**src/hw/rtl/cpcb_ram.sv**
```systemverilog
// Generic single-write, single-read RAM with a registered read port.
// No dependencies.
module cpcb_ram #(
   parameter int  WIDTH     = 32,
   parameter int  DEPTH     = 8,
   localparam int ADDR_BITS = (DEPTH > 1) ? $clog2(DEPTH) : 1
) (
   input  logic                 clock,
   input  logic                 wr_en,
   input  logic [ADDR_BITS-1:0] wr_addr,
   input  logic [WIDTH-1:0]     wr_data,
   input  logic [ADDR_BITS-1:0] rd_addr,
   output logic [WIDTH-1:0]     rd_data
);

   logic [WIDTH-1:0] mem_ff [DEPTH];
   logic [WIDTH-1:0] rd_data_ff;

   always_ff @(posedge clock) begin
      if (wr_en) begin
         mem_ff[wr_addr] <= wr_data;
      end
      rd_data_ff <= mem_ff[rd_addr];
   end

   assign rd_data = rd_data_ff;

endmodule

```
**config.mk**
```make
export PLATFORM = sky130hd
export DESIGN_NAME = cpcb_ram
export DESIGN_NICKNAME = d
export VERILOG_FILES = /design/src/hw/rtl/cpcb_ram.sv
export SDC_FILE = /design/constraint.sdc
export NUM_CORES = 1
export LEC_CHECK = 0
export BUFFER_PORTS_ARGS = -buffer_cell sky130_fd_sc_hd__clkbuf_2
export CORE_AREA = 2 2 143 145
export CTS_CLUSTER_DIAMETER = 50
export DETAILED_ROUTE_END_ITERATION = 7
export DIE_AREA = 0 0 145 147
export PLACE_DENSITY = 0.73
export SYNTH_ARGS = -nofsm -noshare
export SYNTH_HDL_FRONTEND = slang
export SYNTH_SLANG_ARGS = --single-unit
```
**constraint.sdc**
```tcl
create_clock -name clock -period 4.3 [get_ports clock]
set_input_delay 1.29 -clock clock [delete_from_list [all_inputs] [get_ports clock]]
set_output_delay 1.29 -clock clock [all_outputs]
set_load 0.1 [all_outputs]
```
Word-level counts from Yosys, hierarchy flattened
Memories as Yosys holds them, arrays and structs flattened. A register that Yosys moved wholly into a read port is not among the register bits.
Cells that the tools add are included.
{ "word_totals": {"regBits": 0, "latchBits": 0, "mem_bits_rw": 256, "romBits": 0, "inputBits": 40, "out_inout_bits": 32, "n_memories": 1} }
{ "classes": {"addsub": 0, "mul": 0, "div_mod_pow": 0, "order_cmp": 0, "n_eq_ne": 0, "shifts": 0, "muxes": 2, "n_bitwise": 0, "reduce_logical": 0} }
{ "memory_table": {"columns": ["memory", "words", "word_bits", "rd", "rd_ports_with_merged_regs", "write_ports", "line_no", "text"], "rows": [
  ["mem_ff", 8, 32, 1, 1, 1, "16", "logic [WIDTH-1:0] mem_ff [DEPTH];"]
]} }
{ "op_table": {"columns": ["op", "n"], "rows": [
  ["two-way mux 1 bit", 2]
]} }

Depth between registers and ports, before layout
Gate-level depths: netlist of run 1.
{ "logic_depth": {"ltp_word": 2, "mapped_depth": 4, "ltp_nobuf": 2} }

Worst setup path before layout of run 1
No wires, ideal clock.
{ "synth_timing": {"path_type": "input -> register", "start": "in wr_addr[2]", "end": "mem mem_ff[0][0] (enable)", "setup_ps": 461, "arrival_ps": 3676, "setup_slack_ps": 163, "stages": 2, "cell_sequence": "nand2b_1 -> nor3_1"} }
{ "synth_rtl": {"columns": ["item", "line_no", "text"], "rows": [
  ["start: declaration", "10", "input logic [ADDR_BITS-1:0] wr_addr,"],
  ["end: declaration", "16", null]
]} }
Straight into the memory's write port.

Final worst setup path of run 1
{ "layout_timing": {"start": "reg rd_data_ff[5] (netlist: rd_data[5]) (read register of mem_ff)", "end": "out rd_data[5]"} }
{ "layout_rtl": {"columns": ["item", "line_no", "text"], "rows": [
  ["start: declaration", "17", "logic [WIDTH-1:0] rd_data_ff;"],
  ["end: declaration", "13", "output logic [WIDTH-1:0] rd_data"]
]} }
No word-level cell between the ends.

==> flow_summary.yaml, run 1 <==
global_routing:
  overflow: 0
  grt_max_degree: 33
  grt_pass1_wl_mm: 27.55
  grt_usage_pct: 17.25
  antenna_found_initial: 1
  grt_pass1_vias: 4766
cts:
  cts.sinks: 288
  cts_resized: 0
  cts_tree: "built"
  cts_buffers: 29
  clock-root-buffer: "clkbuf_16"
  post_cts_buffers: 0
  cts.htree.levels: 1
  holdBufCountCts: 0
  clockBufferDepth: 3
  clock_latency_ns: 0.53
  clkTransAtPathRegs_ns: 0.06
pwr:
  internal_power_mw: 4.734
  powerDensity_nw_per_um2: 504.4
  ir_drop_uv: 473.2
  p_switching_mw: 1.389
  p_leak_nw: 4.145
  sequentialPowerShare_pct: 52.1
  p_comb_share_pct: 8.4
  pwr-share-clk_pct: 39.5
  netSwitchingFraction_pct: 22.69
timing:
  setup_viol: 0
  slew_headroom_pct: 26.12
  whs_ns: 0.6700
  rsz0062_at_grt: "false"
  fin_worst_skew_ns: 0.006707
  report.final.hold_viol_count: 0
  min_period_ns: 2.657
  tns_ns: 0
  layout_worst_path_cycle_share_pct: 61.80
  fmaxAchievable_mhz: 376.3
  final_max_slew_viol_count: 0
  tightest_slew_ns: 1.108
worst_setup_path:
  cp.required_ns: 3.01
  critPathKind: "reg -> out"
  ff2ff_setup_slack_ns: 3.03
  crit_arrival_ns: 1.37
  endpoint_kind: "output port"
  startpoint_type: "register"
  max_stage_delay_ns: 0.48
  crit_end: "rd_data[5]"
  cp.depth: 1
  crit_chain: "clkbuf_2"
  reg2reg_depth: 2
  cpLargestDelayFamily: "buffers and inverters"
  worstPathMaxFanout: 1
  path_buf_inv: 1
  slowest_stage: "clkbuf_2"
  r2r_end: "rd_data[9]$_DFF_P_"
  cp-startpoint: "rd_data[5]$_DFF_P_"
  timing.rr.start: "mem_ff[3][9]$_DFFE_PP_"
layout:
  final_cell_mix: "256 x edfxtp_1, 69 x clkbuf_2, 40 x mux4_1"
  stdcell_count: 803
  fin_area_um2: 12140
  drive_above_1_share_pct: 36.40
  fill_cells: 1350
  diodes: 0
  fin_nets: 551
  synthToLayoutAreaGrowth_pct: 15.97
  final_common_cell: "edfxtp_1"
logic_synthesis:
  netlist_instances: 415
  syn_area_per_cell_um2: 25.22
  synth_nets: 455
  post_synth_num_cell_types: 13
  netlist.area_leader.share_pct: 73.45
  seq_area_frac_synth_pct: 79.57
  yosys_warnings: 0
  synth_area_leaders: "edfxtp_1 73%, mux4_1 10%, dfxtp_1 6.1%"
  synth_area_um2: 10470
  synth-seq-cells: 288
  yosysTopAreaCell: "edfxtp_1"
route:
  wl_per_cell_um: 22.33
  vias_per_cell: 5.537
  finalWirelength_mm: 17.93
  vias: 4446
  drcViolationCount: 0
  ant_nets: 0
  first_iter_violations: 268
  firstDrtPassIters: 4
die:
  dieHeight_um: 147
  dieArea_um2: 21320
  coreArea_um2: 19840
  initial_utilization_pct: 52.74
  fp.dieW_um: 145
  io_pins: 72
  rows: 52
outcome:
  run_status: "complete, no violations"
job:
  drv_cap: 0
placed_design:
  io_buffers: 71
  dp_cells: 750
  place_area_um2: 11190
  gp_congestion: 0.6735
  hpwlAfterDp_mm: 9.447
min_path:
  hold_class: "reg -> reg"
==> cell usage after synthesis <==
cell	instances
buf_1	4
nand2b_1	3
clkbuf_1	1
mux4_1	40
buf_2	6
nand2_1	2
mux4_2	24
dfxtp_1	32
buf_6	7
nor3_1	2
mux2_2	32
edfxtp_1	256
nor2_1	6
==> logic make-up after synthesis <==
group,Yosys count,synth area share (%)
buf+inv,18,1.219
mux,96,18.65
flops,288,79.57
simple gates,13,0.5619
==> worst reg2reg max path, delay by kind of cell, from the launching register on <==
family,cells,cell delay (ns)
DFF,1,0.38
muxes,2,0.78
==> registers in the layout (all words and copies together) (netlist names) <==
signal and cells:
mem_ff 256, rd_data 32
==> metrics by stage <==
step,power [mW],utilization (%),setup WS [ns]
3_5_place_dp,3.771,56.40,1.265
6_report,6.123,61.17,1.643
2_1_floorplan,3.640,-,0.1631
3_3_place_gp,3.755,56.40,1.290
5_1_grt,6.314,61.17,1.619
4_1_cts,6.191,61.17,1.628
==> power groups by stage <==
stage,Sequential (mW),Combinational [mW],Clock (mW)
finish,3.19,0.514,2.42
global route,3.20,0.540,2.57
CTS,3.19,0.521,2.48
detailed placement,3.25,0.520,0
global placement,3.24,0.511,0
floorplan,3.48,0.160,0
==> area by class of cell <==
| cell class | instances | area [um^2] | share of cell area (%) |
|---|---|---|---|
| Multi-Input combinational cell | 109 | 2066 | 17.02 |
| Sequential cell | 288 | 8328 | 68.61 |
| Clock buffer | 38 | 799.5 | 6.587 |
| Timing Repair Buffer | 83 | 460.4 | 3.793 |
| Clock inverter | 15 | 146.4 | 1.206 |
| Tap cell | 270 | 337.8 | 2.783 |
==> routing by layer <==
layer	track usage, %	up-vias	part of all wire [%]	wire [um]
met1	22.72	2291	42	7484
met3	3.354	35	5.2	938
met2	30.00	127	51	9086
met5	0	-	0.056	10
li1	-	1991	-	-
met4	4.554	2	2.3	407
==> how the worst min path moves through the flow <==
stage                       startpoint                   to  slack [ns]  depth (start not counted)
6_report       mem_ff[0][19]$_DFFE_PP_  rd_data[19]$_DFF_P_        0.67                          2
5_1_grt        mem_ff[5][28]$_DFFE_PP_  rd_data[28]$_DFF_P_        0.69                          2
4_1_cts        mem_ff[0][19]$_DFFE_PP_  rd_data[19]$_DFF_P_        0.67                          2
3_5_place_dp   mem_ff[0][16]$_DFFE_PP_  rd_data[16]$_DFF_P_        0.66                          2
3_3_place_gp   mem_ff[7][27]$_DFFE_PP_  rd_data[27]$_DFF_P_        0.64                          2
2_1_floorplan  mem_ff[7][11]$_DFFE_PP_  rd_data[11]$_DFF_P_        0.64                          2
(Power assumes the default switching activity.)
==> run 2, diff against run 1 <==
==> config.mk (replaced) <==
export PLATFORM = sky130hd
export DESIGN_NAME = cpcb_ram
export DESIGN_NICKNAME = d
export VERILOG_FILES = /design/src/hw/rtl/cpcb_ram.sv
export SDC_FILE = /design/constraint.sdc
export NUM_CORES = 1
export LEC_CHECK = 0
export ABC_AREA = 1
export BUFFER_PORTS_ARGS = -buffer_cell sky130_fd_sc_hd__clkbuf_2
export CORE_AREA = 2 2 150 152
export CTS_CLUSTER_DIAMETER = 50
export DETAILED_ROUTE_END_ITERATION = 7
export DIE_AREA = 0 0 152 154
export PLACE_DENSITY = 0.72
export SYNTH_ARGS = -nofsm -noshare
export SYNTH_HDL_FRONTEND = slang
export SYNTH_SLANG_ARGS = --single-unit
==> constraint.sdc (replaced) <==
create_clock -name clock -period 2.7 [get_ports clock]
set_input_delay 0.81 -clock clock [delete_from_list [all_inputs] [get_ports clock]]
set_output_delay 0.81 -clock clock [all_outputs]
set_load 0.1 [all_outputs]
==> run 2 against run 1 <==
Compared with the run above: routed wire length up 34%; design area increased by 12%; global-route usage rose by 3.4 points; synthesized cell count rose to 2.8 times the previous value; flip-flop and latch count unchanged; utilization up 1.5 points; critical path type unchanged; largest cell class unchanged; largest power group unchanged.
==> flow_summary.yaml, run 2 <==
outcome:
  run_status: "complete, no violations"
die:
  rows: 54
  coreArea_um2: 21690
  fp.dieW_um: 152
  dieHeight_um: 154
  initial_utilization_pct: 54.74
  dieArea_um2: 23410
  io_pins: 72
cts:
  cts.sinks: 288
  holdBufCountCts: 0
  clkTransAtPathRegs_ns: 0.06
  clockBufferDepth: 3
  clock_latency_ns: 0.55
  post_cts_buffers: 0
  cts_buffers: 31
  cts.htree.levels: 1
  cts_resized: 0
  clock-root-buffer: "clkbuf_16"
  cts_tree: "built"
timing:
  setup_viol: 0
  layout_worst_path_cycle_share_pct: 81.07
  fin_worst_skew_ns: 0.008341
  tns_ns: 0
  tightest_slew_ns: 0.5986
  slew_headroom_pct: 60.09
  report.final.hold_viol_count: 0
  min_period_ns: 2.189
  fmaxAchievable_mhz: 456.8
  worst_slack_ns: 0.5111
  rsz0062_at_grt: "false"
  final_max_slew_viol_count: 0
route:
  drcViolationCount: 0
  ant_nets: 0
  finalWirelength_mm: 24.00
  firstDrtPassIters: 7
  first_iter_violations: 655
  vias: 7589
  wl_per_cell_um: 15.61
  vias_per_cell: 4.938
worst_setup_path:
  r2r_end: "rd_data[29]$_DFF_P_"
  reg2reg_depth: 6
  slowest_stage: "clkbuf_2"
  endpoint_kind: "output port"
  cp.required_ns: 1.89
  timing.rr.start: "mem_ff[5][29]$_DFFE_PP_"
  crit_arrival_ns: 1.38
  startpoint_type: "register"
  worstPathMaxFanout: 1
  max_stage_delay_ns: 0.47
  crit_chain: "clkbuf_2"
  path_buf_inv: 1
  ff2ff_setup_slack_ns: 1.73
  cpLargestDelayFamily: "buffers and inverters"
  critPathKind: "reg -> out"
layout:
  synthToLayoutAreaGrowth_pct: 14.49
  fin_nets: 1272
  final_common_cell: "nand2_1"
  final_cell_mix: "422 x nand2_1, 260 x inv_1, 256 x edfxtp_1"
  final_util_pct: 62.67
  stdcell_count: 1537
  largest_register_ffs: 256
  diodes: 0
  drive_above_1_share_pct: 11.46
  max_flop_register: "mem_ff"
logic_synthesis:
  async_reset_ff_share_pct: 0
  post_synth_num_cell_types: 12
  yosys.cell_count.top_type: "nand2_1"
  netlist_instances: 1156
  yosysTopAreaCell: "edfxtp_1"
  synth_area_um2: 11870
  yosys-top-cells-count: "422 x nand2_1, 260 x inv_1, 256 x edfxtp_1, 128 x nand3_1, 32 x dfxtp_1"
  synth_edf_count: 256
  netlist.area_leader.share_pct: 64.75
  synth-seq-cells: 288
  synth_nets: 1196
  syn_area_per_cell_um2: 10.27
  yosys_warnings: 0
  seq_area_frac_synth_pct: 70.14
  synthFlopType: "edfxtp_1"
  synth_area_leaders: "edfxtp_1 65%, nand2_1 13%, inv_1 8.2%"
min_path:
  worstHoldStart: "wr_data[28]"
  hold_class: "in -> reg"
  hold_path_depth: 1
  hold_path_end: "mem_ff[0][28]$_DFFE_PP_"
pwr:
  ir_drop_uv: 714.3
  powerDensity_nw_per_um2: 735.1
  p_total_mw: 9.992
  p_leak_nw: 6.286
placed_design:
  gp_congestion: 0.7235
  pre_cts_ws_ns: 0.5593
  dp_cells: 1479
  io_buffers: 71
  hpwlAfterDp_mm: 13.15
job:
  drv_cap: 0
global_routing:
  grt_pass1_wl_mm: 38.29
  grt_pass1_vias: 7346
  grt_usage_pct: 20.66
  overflow: 0
  antenna_found_initial: 0
  grt_max_degree: 129
==> run 2: changes by cell type after synthesis, sizes merged <==
cell / delta
buf: +24
clkbuf: +6
inv: +262
mux2: -32
mux4: -64
nand2: +420
nand2b: -3
nand3: +128
nor2: +2
nor3: -2
==> run 2: worst max-delay path by stage <==
stage / start / end / slack (ns) / cells past startpoint
2_1_floorplan: wr_addr[0] / mem_ff[0][0]$_DFFE_PP_ / -0.03 / 3
3_3_place_gp: wr_addr[0] / mem_ff[6][10]$_DFFE_PP_ / 0.56 / 5
3_5_place_dp: wr_addr[0] / mem_ff[6][9]$_DFFE_PP_ / 0.56 / 5
4_1_cts: rd_data[23]$_DFF_P_ / rd_data[23] / 0.48 / 1
5_1_grt: rd_data[23]$_DFF_P_ / rd_data[23] / 0.48 / 1
6_report: rd_data[23]$_DFF_P_ / rd_data[23] / 0.51 / 1
==> run 2: layout make-up <==
| cell class | count | area, um^2 |
|---|---|---|
| well taps | 280 | 350.3 |
| clock buffers | 45 | 848.3 |
| clock inverters | 13 | 108.9 |
| multi-input cells | 558 | 2315 |
| fillers | 1663 | 8095 |
| repair buffers | 91 | 658.1 |
| flip-flops and latches | 288 | 8328 |
| inverters | 262 | 984.7 |
==> run 2: stage by stage <==
step | cell area, um^2 | hold slack, ns
floorplan | 11880 | 0.5870
global placement | 12640 | 0.6089
detailed placement | 12640 | 0.6211
CTS | 13590 | 0.5179
global route | 13590 | 0.5351
finish | 13590 | 0.5395
==> run 2: power by group <==
| group | switching (mW) | internal (mW) | total, mW |
|---|---|---|---|
| Sequential | 0.0430 | 5.03 | 5.08 |
| Combinational | 0.780 | 0.204 | 0.984 |
| Clock | 1.65 | 2.28 | 3.93 |
| Total | 2.48 | 7.52 | 9.99 |
==> run 2: kinds of logic after synthesis <==
group	synth area share [%]
buffers and inverters	10.87
DFF	70.14
and+or+nand+nor	18.99
==> run 2: layer usage <==
metal | global-route usage (%) | wire (um)
met3 | 3.382 | 1340
met4 | 5.251 | 575
met5 | 0 | 0
met2 | 36.16 | 12020
met1 | 27.13 | 10060
